### src/rtl/imusti_pkg.sv
`default_nettype none
package imusti_pkg;

    // Sample store geometry.
    localparam int FifoDepth = 16;
    localparam int SlotW     = $clog2(FifoDepth);
    localparam int CountW    = $clog2(FifoDepth + 1);

    // Field widths.
    localparam int StampW  = 32;
    localparam int CompW   = 16;
    localparam int NComp   = 10;
    localparam int GapW    = 24;
    localparam int StatusW = 3;
    localparam int SampleW = StampW + NComp * CompW;

    localparam logic [GapW-1:0] GapReset = 24'd200000;

    // Operation codes.
    localparam logic OpPush = 1'b0;
    localparam logic OpSync = 1'b1;

    // Result status codes.
    localparam logic [StatusW-1:0] StPushed  = 3'd0;
    localparam logic [StatusW-1:0] StDropped = 3'd1;
    localparam logic [StatusW-1:0] StSynced  = 3'd2;
    localparam logic [StatusW-1:0] StNoPair  = 3'd3;
    localparam logic [StatusW-1:0] StEqual   = 3'd4;

    // Serial divider geometry.
    localparam int DivDvdW = 49;
    localparam int DivDsrW = 33;
    localparam int DivQW   = 18;

    // Components in order: accel x/y/z, rate x/y/z, quat x/y/z/w.
    typedef logic [NComp-1:0][CompW-1:0] t_comps;

    typedef struct packed {
        logic              op;
        logic [StampW-1:0] stamp;
        t_comps            comps;
    } t_item;

    typedef struct packed {
        logic [StampW-1:0] stamp;
        t_comps            comps;
    } t_sample;

    typedef struct packed {
        logic [StatusW-1:0] status;
        t_comps             comps;
    } t_result;

    // Slot that lies k places after slot s in the circular store.
    function automatic logic [SlotW-1:0] slot_add(input logic [SlotW-1:0] s,
                                                  input logic [CountW-1:0] k);
        logic [CountW:0] sum;
        sum = (CountW + 1)'(s) + (CountW + 1)'(k);
        if (sum >= (CountW + 1)'(FifoDepth)) begin
            sum = sum - (CountW + 1)'(FifoDepth);
        end
        return sum[SlotW-1:0];
    endfunction

    // Saturate a 20-bit signed value to 16 bits.
    function automatic logic [CompW-1:0] sat16(input logic signed [19:0] v);
        logic [CompW-1:0] res;
        if (v > 20'sd32767) begin
            res = 16'h7fff;
        end else if (v < -20'sd32768) begin
            res = 16'h8000;
        end else begin
            res = v[15:0];
        end
        return res;
    endfunction

endpackage
`default_nettype wire

### src/rtl/imusti_in_if.sv
`default_nettype none
interface imusti_in_if;
    logic               valid;
    logic               ready;
    logic               op;
    logic [31:0]        stamp_us;
    logic signed [15:0] accel_x;
    logic signed [15:0] accel_y;
    logic signed [15:0] accel_z;
    logic signed [15:0] rate_x;
    logic signed [15:0] rate_y;
    logic signed [15:0] rate_z;
    logic signed [15:0] quat_x;
    logic signed [15:0] quat_y;
    logic signed [15:0] quat_z;
    logic signed [15:0] quat_w;

    modport source (output valid, op, stamp_us, accel_x, accel_y, accel_z, rate_x, rate_y,
                    rate_z, quat_x, quat_y, quat_z, quat_w, input ready);
    modport sink (input valid, op, stamp_us, accel_x, accel_y, accel_z, rate_x, rate_y,
                  rate_z, quat_x, quat_y, quat_z, quat_w, output ready);
endinterface
`default_nettype wire

### src/rtl/imusti_front.sv
`default_nettype none
module imusti_front (
    input  wire logic     i_clk,
    input  wire logic     i_rst_n,
    imusti_in_if.sink     i_in,
    output logic          o_item_valid,
    output imusti_pkg::t_item o_item,
    input  wire logic     i_item_take
);

    imusti_pkg::t_item r_q [2];
    logic              r_wp;
    logic              r_rp;
    logic [1:0]        r_cnt;
    imusti_pkg::t_item in_item;
    logic              push;
    logic              pop;

    // Pack the incoming beat into one item word.
    always_comb begin
        in_item.op        = i_in.op;
        in_item.stamp     = i_in.stamp_us;
        in_item.comps[0]  = i_in.accel_x;
        in_item.comps[1]  = i_in.accel_y;
        in_item.comps[2]  = i_in.accel_z;
        in_item.comps[3]  = i_in.rate_x;
        in_item.comps[4]  = i_in.rate_y;
        in_item.comps[5]  = i_in.rate_z;
        in_item.comps[6]  = i_in.quat_x;
        in_item.comps[7]  = i_in.quat_y;
        in_item.comps[8]  = i_in.quat_z;
        in_item.comps[9]  = i_in.quat_w;
    end

    assign i_in.ready   = (r_cnt != 2'd2);
    assign push         = i_in.valid && i_in.ready;
    assign pop          = i_item_take && o_item_valid;
    assign o_item_valid = (r_cnt != 2'd0);
    assign o_item       = r_q[r_rp];

    // Two-entry queue between the input channel and the sequencer.
    always_ff @(posedge i_clk) begin
        if (!i_rst_n) begin
            r_wp  <= 1'b0;
            r_rp  <= 1'b0;
            r_cnt <= 2'd0;
        end else begin
            if (push) begin
                r_q[r_wp] <= in_item;
                r_wp      <= ~r_wp;
            end
            if (pop) begin
                r_rp <= ~r_rp;
            end
            r_cnt <= r_cnt + {1'b0, push} - {1'b0, pop};
        end
    end

endmodule
`default_nettype wire

### src/flat_wrapper.sv
// flat-port wrapper written by rule: the top's interface ports become plain ports
module imusti_front_flat 
  (i_clk, i_rst_n, o_item_valid, o_item, i_item_take, i_in_valid, i_in_op, i_in_stamp_us, i_in_accel_x, i_in_accel_y, i_in_accel_z, i_in_rate_x, i_in_rate_y, i_in_rate_z, i_in_quat_x, i_in_quat_y, i_in_quat_z, i_in_quat_w, i_in_ready);
  imusti_in_if i_in_i ();
  input  wire logic i_clk;
  input  wire logic i_rst_n;
  output logic o_item_valid;
  output imusti_pkg::t_item o_item;
  input  wire logic i_item_take;
  input wire logic [$bits(i_in_i.valid)-1:0] i_in_valid;
  input wire logic [$bits(i_in_i.op)-1:0] i_in_op;
  input wire logic [$bits(i_in_i.stamp_us)-1:0] i_in_stamp_us;
  input wire logic [$bits(i_in_i.accel_x)-1:0] i_in_accel_x;
  input wire logic [$bits(i_in_i.accel_y)-1:0] i_in_accel_y;
  input wire logic [$bits(i_in_i.accel_z)-1:0] i_in_accel_z;
  input wire logic [$bits(i_in_i.rate_x)-1:0] i_in_rate_x;
  input wire logic [$bits(i_in_i.rate_y)-1:0] i_in_rate_y;
  input wire logic [$bits(i_in_i.rate_z)-1:0] i_in_rate_z;
  input wire logic [$bits(i_in_i.quat_x)-1:0] i_in_quat_x;
  input wire logic [$bits(i_in_i.quat_y)-1:0] i_in_quat_y;
  input wire logic [$bits(i_in_i.quat_z)-1:0] i_in_quat_z;
  input wire logic [$bits(i_in_i.quat_w)-1:0] i_in_quat_w;
  output wire logic [$bits(i_in_i.ready)-1:0] i_in_ready;
  assign i_in_i.valid = i_in_valid;
  assign i_in_i.op = i_in_op;
  assign i_in_i.stamp_us = i_in_stamp_us;
  assign i_in_i.accel_x = i_in_accel_x;
  assign i_in_i.accel_y = i_in_accel_y;
  assign i_in_i.accel_z = i_in_accel_z;
  assign i_in_i.rate_x = i_in_rate_x;
  assign i_in_i.rate_y = i_in_rate_y;
  assign i_in_i.rate_z = i_in_rate_z;
  assign i_in_i.quat_x = i_in_quat_x;
  assign i_in_i.quat_y = i_in_quat_y;
  assign i_in_i.quat_z = i_in_quat_z;
  assign i_in_i.quat_w = i_in_quat_w;
  assign i_in_ready = i_in_i.ready;
  imusti_front u_core (.i_clk(i_clk), .i_rst_n(i_rst_n), .i_in(i_in_i), .o_item_valid(o_item_valid), .o_item(o_item), .i_item_take(i_item_take));
endmodule
### config.mk
export PLATFORM = sky130hd
export DESIGN_NAME = imusti_front_flat
export DESIGN_NICKNAME = d
export VERILOG_FILES = /design/src/rtl/imusti_pkg.sv /design/src/rtl/imusti_in_if.sv /design/src/rtl/imusti_front.sv /design/src/flat_wrapper.sv
export SDC_FILE = /design/constraint.sdc
export NUM_CORES = 1
export LEC_CHECK = 0
export BUFFER_PORTS_ARGS = -buffer_cell sky130_fd_sc_hd__buf_2
export CORE_ASPECT_RATIO = 0.75
export CORE_MARGIN = 2
export CORE_UTILIZATION = 47
export DETAILED_ROUTE_END_ITERATION = 8
export PLACE_DENSITY = 0.76
export SYNTH_ARGS = -nofsm -noshare
export SYNTH_HDL_FRONTEND = slang
export SYNTH_SLANG_ARGS = --single-unit
### constraint.sdc
create_clock -name i_clk -period 9.44 [get_ports i_clk]
set_clock_uncertainty 0.05 [all_clocks]
set_input_delay 0 -clock i_clk [delete_from_list [all_inputs] [get_ports i_clk]]
set_output_delay 0 -clock i_clk [all_outputs]
set_load 0.01 [all_outputs]
==> run summary, run 1 <==
Synth Area in Simple Gates: 0.4401%
core area: 29,940 um2
gr usage total: 19.52%
hold slack: 0.1503 ns
WL per Instance: 19.18 um
post-synthesis sequential area ratio: 82.24%
first-pass GRT wire length: 47.25 mm
maximum number of pins on one net before global-route repair: 79
RePlAce Congestion: 0.7521
post-synthesis instance area: 14,220 um2
static leakage: 7.290 nW
synthesized area per cell: 22.75 um2
Design Area, Final: 19,650 um2
RSZ-0062 raised after global routing: false
Required @ worst endpoint: 9.39 ns
Worst Setup End Kind: output port
TritonCTS Buffers: 38
top cell type's share of synthesized area: 81.53%
fin util: 65.63%
Data arrival, critical path: 2.85 ns
adder-cell share of the synthesized area: 0.1760%
Pwr Total: 4.582 mW
Worst Slack Setup Final: 6.542 ns
worst slew pin tran: 1.067 ns
Max Fclk: 0.3451 GHz
Pins Over Slew Limit: 0
Post-Syn Nets: 824
largest family of logic cells by synthesized area: multiplexers
CP Class: reg -> out
fin cells: 1,669
mux cell area share after synthesis: 15.29%
yosys warns: 0
Rows: 55
fraction of layout cells with a size suffix above 1: 51.07%
leading area contributor after synthesis: edfxtp_1
Worst slew margin: 28.86%
Worst-path clk slew: 0.06 ns
Startpoint Class: register
via count: 8,142
die span in y: 154.6 um
number of nets still failing antenna checks after routing: 0
largest cells by area after synthesis: edfxtp_1 (82%), mux2_2 (15%), buf_6 (1.3%)
Tmin final: 2.898 ns
DRC viols: 0
Netlist cell types: 19
setup tns final: 0 ns
Starting DRT DRC Count: 378
dpl cell area: 16,520 um2
Synth Area in Compound Gates: 0.09681%
TritonCTS clock tree: built
hpwl dp: 18.31 mm
Ports: 392
CTS Root Cell: clkbuf_16
Final period util: 30.70%
placed cells: 1,401
outcome: complete, no violations
Total Wirelength: 32.00 mm
grt ovf: 0
Min-Delay Path Class: in -> reg
Cells after Synth: 625
filler cell count: 1,999
final net count: 1,438
Critical Path Fanout Max: 78
Synth Register Bits: 391
area grow syn2layout: 38.20%
Die X-Extent: 204.8 um
Clock Latency Late Sink: 0.51 ns
initial antenna violation count: 4
die area: 31,670 um2
Vias/cell: 4.878
Synth Area in XOR/XNOR: 0.1848%
Hold Vio Cnt, Final: 0
peak supply drop: 0.1650 mV
clock sinks: 391
Initial Util: 47.49%
pre-CTS WS: 6.647 ns
DRT Pass-1 Iters: 4
Port Buffers: 391
maxcap violations: 0
R2R setup slack: 6.60 ns
CTS max path bufs: 3
endpoints failing setup: 0
H-tree Lvls: 2
Cell Pwr Density: 233.2 nW/um2
vias in the first global route: 8,704
[cells in the mapped netlist]
master / instances
o22ai_1: 1
buf_6: 17
or2_2: 1
edfxtp_1: 386
nand2b_1: 1
xnor2_1: 3
buf_2: 2
buf_4: 2
mux2_2: 193
and3_1: 1
dfxtp_1: 5
nand3_1: 1
nand2_1: 1
nor2_1: 1
nor2b_1: 2
ha_1: 2
inv_1: 2
o21a_1: 1
and2_1: 3
[where the power goes]
part / internal [mW] / switching [mW]
registers: 2.08 / 0.0642
logic: 0.518 / 0.527
clock network: 0.795 / 0.601
[sequential cells by signal, indices dropped and copies added, names as in the netlist, named ones only]
register,cells
u_core.r_q,386
u_core.r_cnt,2
u_core.r_rp,1
u_core.r_wp,1
[layout make-up]
type	instances	area, um2	area share (%)
antenna	5	12.51	0.06369
clock buffer	51	1031	5.248
clock inverter	15	106.4	0.5413
inverter	2	7.507	0.03821
multi-input combinational	211	2313	11.78
sequential	391	11700	59.53
tap	399	499.2	2.541
timing repair buffer	595	3981	20.26
[layout by cell type, fill, tap and decap left out, types with 2 or more instances in the layout]
cell type	count
buf_2	391
edfxtp_1	386
dlygate4sd3_1	197
mux2_2	193
clkbuf_16	39
clkbuf_1	11
buf_4	7
clkinv_2	6
diode_2	5
clkinv_1	4
dfxtp_1	4
and2_1	3
xnor2_1	3
clkinvlp_4	3
inv_1	2
nor2b_1	2
ha_1	2
[worst max-delay path, cell delays in order, from the launching register on]
cell     delay [ns]
dfxtp_4        0.77
buf_4          0.86
mux2_2         0.44
buf_2          0.14
[repair_timing]
item | 4_1_cts | 5_1_grt
gates resized for setup | 0 | 0
hold endpoints to repair | 391 | 0
buffers inserted | 0 | 0
hold buffers | 197 | 0
[routing by layer]
metal	global-route usage [%]	vias up	part of all wire (%)
li1	-	3733	-
met2	34.48	304	51
met1	23.19	4037	39
met4	6.729	0	2.6
met3	5.057	68	7.1
met5	0	-	0
[kinds of logic after synthesis]
group / count (synthesis)
xor gates and xnor gates: 3
DFF: 391
and+or+nand+nor: 11
adders and majority gates: 2
buffers and inverters: 23
muxes: 193
AOI/OAI and AO/OA: 2
[final timing paths]
check	from	to	depth (start not counted)
min	i_in_rate_x[8]	u_core.r_q[0][56]	2
min reg2reg	u_core.r_rp	u_core.r_rp	2
max	register	o_item[89]	3
max reg2reg	u_core.r_cnt[0]	u_core.r_q[1][87]	4
(Power assumes the default switching activity.)
==> run 2: changes to the inputs <==
Clock period 9.44 ns to 2.6 ns, I/O delays scaled along.
==> run summary, run 2 (synthesis results as in run 1) <==
most common cell after layout, fill and taps aside: buf_2
CTS max path bufs: 3 (unchanged)
first-pass GRT wire length: 48.18 mm (+2.0%)
Rows: 55 (unchanged)
Initial Util: 47.49% (unchanged)
initial antenna violation count: 1 (-3)
die span in y: 154.6 um (unchanged)
Worst Setup End Kind: register
CTS Root Cell: clkbuf_16
gr usage total: 20.04% (+0.52 points)
Pins Over Slew Limit: 0 (unchanged)
grt ovf: 0 (unchanged)
TritonCTS clock tree: built
via count: 8,148 (+0.074%)
commonest cells after routing, fill and taps aside: buf_2 (391), edfxtp_1 (386), dlygate4sd3_1 (197), mux2_2 (193), clkbuf_16 (39)
filler cell count: 1,923 (-3.8%)
static leakage: 7.430 nW (+1.9%)
Hold Vio Cnt, Final: 0 (unchanged)
vias in the first global route: 8,727 (+0.26%)
Worst slew margin: 69.16% (+40 points)
clock sinks: 391 (unchanged)
n_diodes: 0 (-5)
DRC viols: 0 (unchanged)
number of nets still failing antenna checks after routing: 0 (unchanged)
Port Buffers: 391 (unchanged)
fin cells: 1,673 (+0.24%)
endpoints failing setup: 0 (unchanged)
Reg with most FFs: u_core.r_q
Max Fclk: 0.4995 GHz
TritonCTS Buffers: 39 (+2.6%)
Starting DRT DRC Count: 448 (+19%)
Ports: 392 (unchanged)
RePlAce Congestion: 0.7634 (+1.5%)
CP Class: reg -> reg
maximum number of pins on one net before global-route repair: 64 (-19%)
Critical Path Fanout Max: 63 (-19%)
CP delay by family, top: simple AND/OR/NAND/NOR gates
crit-path cells: nand2b_4, and2_1, and3_4, buf_12
WL per Instance: 19.67 um (+2.6%)
final net count: 1,445 (+0.49%)
die area: 31,670 um2 (unchanged)
H-tree Lvls: 2 (unchanged)
Cell Pwr Density: 868.8 nW/um2 (+270%)
fraction of layout cells with a size suffix above 1: 52.04% (+0.97 points)
maxcap violations: 0 (unchanged)
Vias/cell: 4.870 (-0.17%)
max FFs per register: 386 (unchanged)
Final period util: 77.00%
peak supply drop: 0.8674 mV (+430%)
Startpoint Class: register
Required @ worst endpoint: 2.72 ns (-6.67 ns)
Tmin final: 2.002 ns
Seq. cell area: 11,700 um2 (about the same)
Min-Delay Path Class: in -> reg
Top Registers: u_core.r_q x386, u_core.r_cnt x2
Worst-path clk slew: 0.07 ns (about the same)
Clock Latency Late Sink: 0.53 ns (+0.02 ns)
outcome: complete, no violations
Total Wirelength: 32.90 mm (+2.8%)
post-CTS resize count: 0 (unchanged)
RSZ-0062 raised after global routing: false
placed cells: 1,407 (+0.43%)
Worst path slowest cell: and3_4
DRT Pass-1 Iters: 4 (unchanged)
CP bufs+invs: 1 (-1)
hpwl dp: 18.99 mm (+3.7%)
core area: 29,940 um2 (unchanged)
worst slew pin tran: 0.4626 ns (-0.6045 ns)
area grow syn2layout: 40.62%
fin util: 66.78% (+1.1 points)
R2R setup slack: 0.60 ns (-6.00 ns)
Data arrival, critical path: 2.12 ns (-0.73 ns)
Worst path max stage delay: 0.51 ns (-0.35 ns)
Die X-Extent: 204.8 um (unchanged)
area of the multi-input gates: 2333 um2 (+0.87%)
## run 2: layout make-up
| type | count | share of cell area (%) |
|---|---|---|
| clock buffer | 45 | 4.995 |
| clock inverter | 24 | 1.458 |
| inverter | 2 | 0.03755 |
| multi-input combinational | 211 | 11.67 |
| sequential | 391 | 58.51 |
| tap | 399 | 2.497 |
| timing repair buffer | 601 | 20.83 |
## run 2: where the power goes
part / internal [mW] / total, mW / switching [mW]
Clock: 3.37 / 5.66 / 2.29
Combinational: 1.99 / 4.01 / 2.02
Sequential: 7.53 / 7.70 / 0.171
Total: 12.9 / 17.4 / 4.48
## run 2: metrics by stage
stage	setup slack [ns]	instance area [um2]	hold slack, ns	power (mW)	setup TNS [ns]
CTS	0.5899	19990	0.1093	17.49	0
global route	0.4844	19990	0.1247	18.04	0
detailed placement	0.6312	16730	0.1407	11.54	0
finish	0.5981	19990	0.1432	17.37	0
global placement	0.6340	16730	0.1373	11.50	0
floorplan	-1.279	14250	0.04887	10.20	-246.89
## run 2: metal layers
metal,part of all wire [%],GRT usage [%]
met1,40,23.96
met2,50,35.02
met3,8.1,5.963
met4,2.1,6.142
met5,0.040,0
## run 2: repair_timing
| action | 4_1_cts | 5_1_grt |
|---|---|---|
| hold buffers | 197 | 0 |
| buffers inserted | 0 | 0 |
| hold endpoints to repair | 391 | 0 |
| setup endpoints to repair | 0 | 0 |
## run 2: worst reg2reg max path, stage by stage, from the launching register on
cell and delay [ns]:
dfxtp_2 0.35, nand2b_4 0.14, and2_1 0.17, and3_4 0.51, buf_12 0.37
## run 2: path summary, 6_finish.rpt
check,depth (start not counted),to,from
worst min register to register,2,u_core.r_wp,u_core.r_wp
worst min-delay path,2,u_core.r_q[0][47],i_in_accel_z[15]
worst max-delay path,4,u_core.r_q[1][69],u_core.r_cnt[0]
worst max register to register,4,u_core.r_q[1][69],u_core.r_cnt[0]
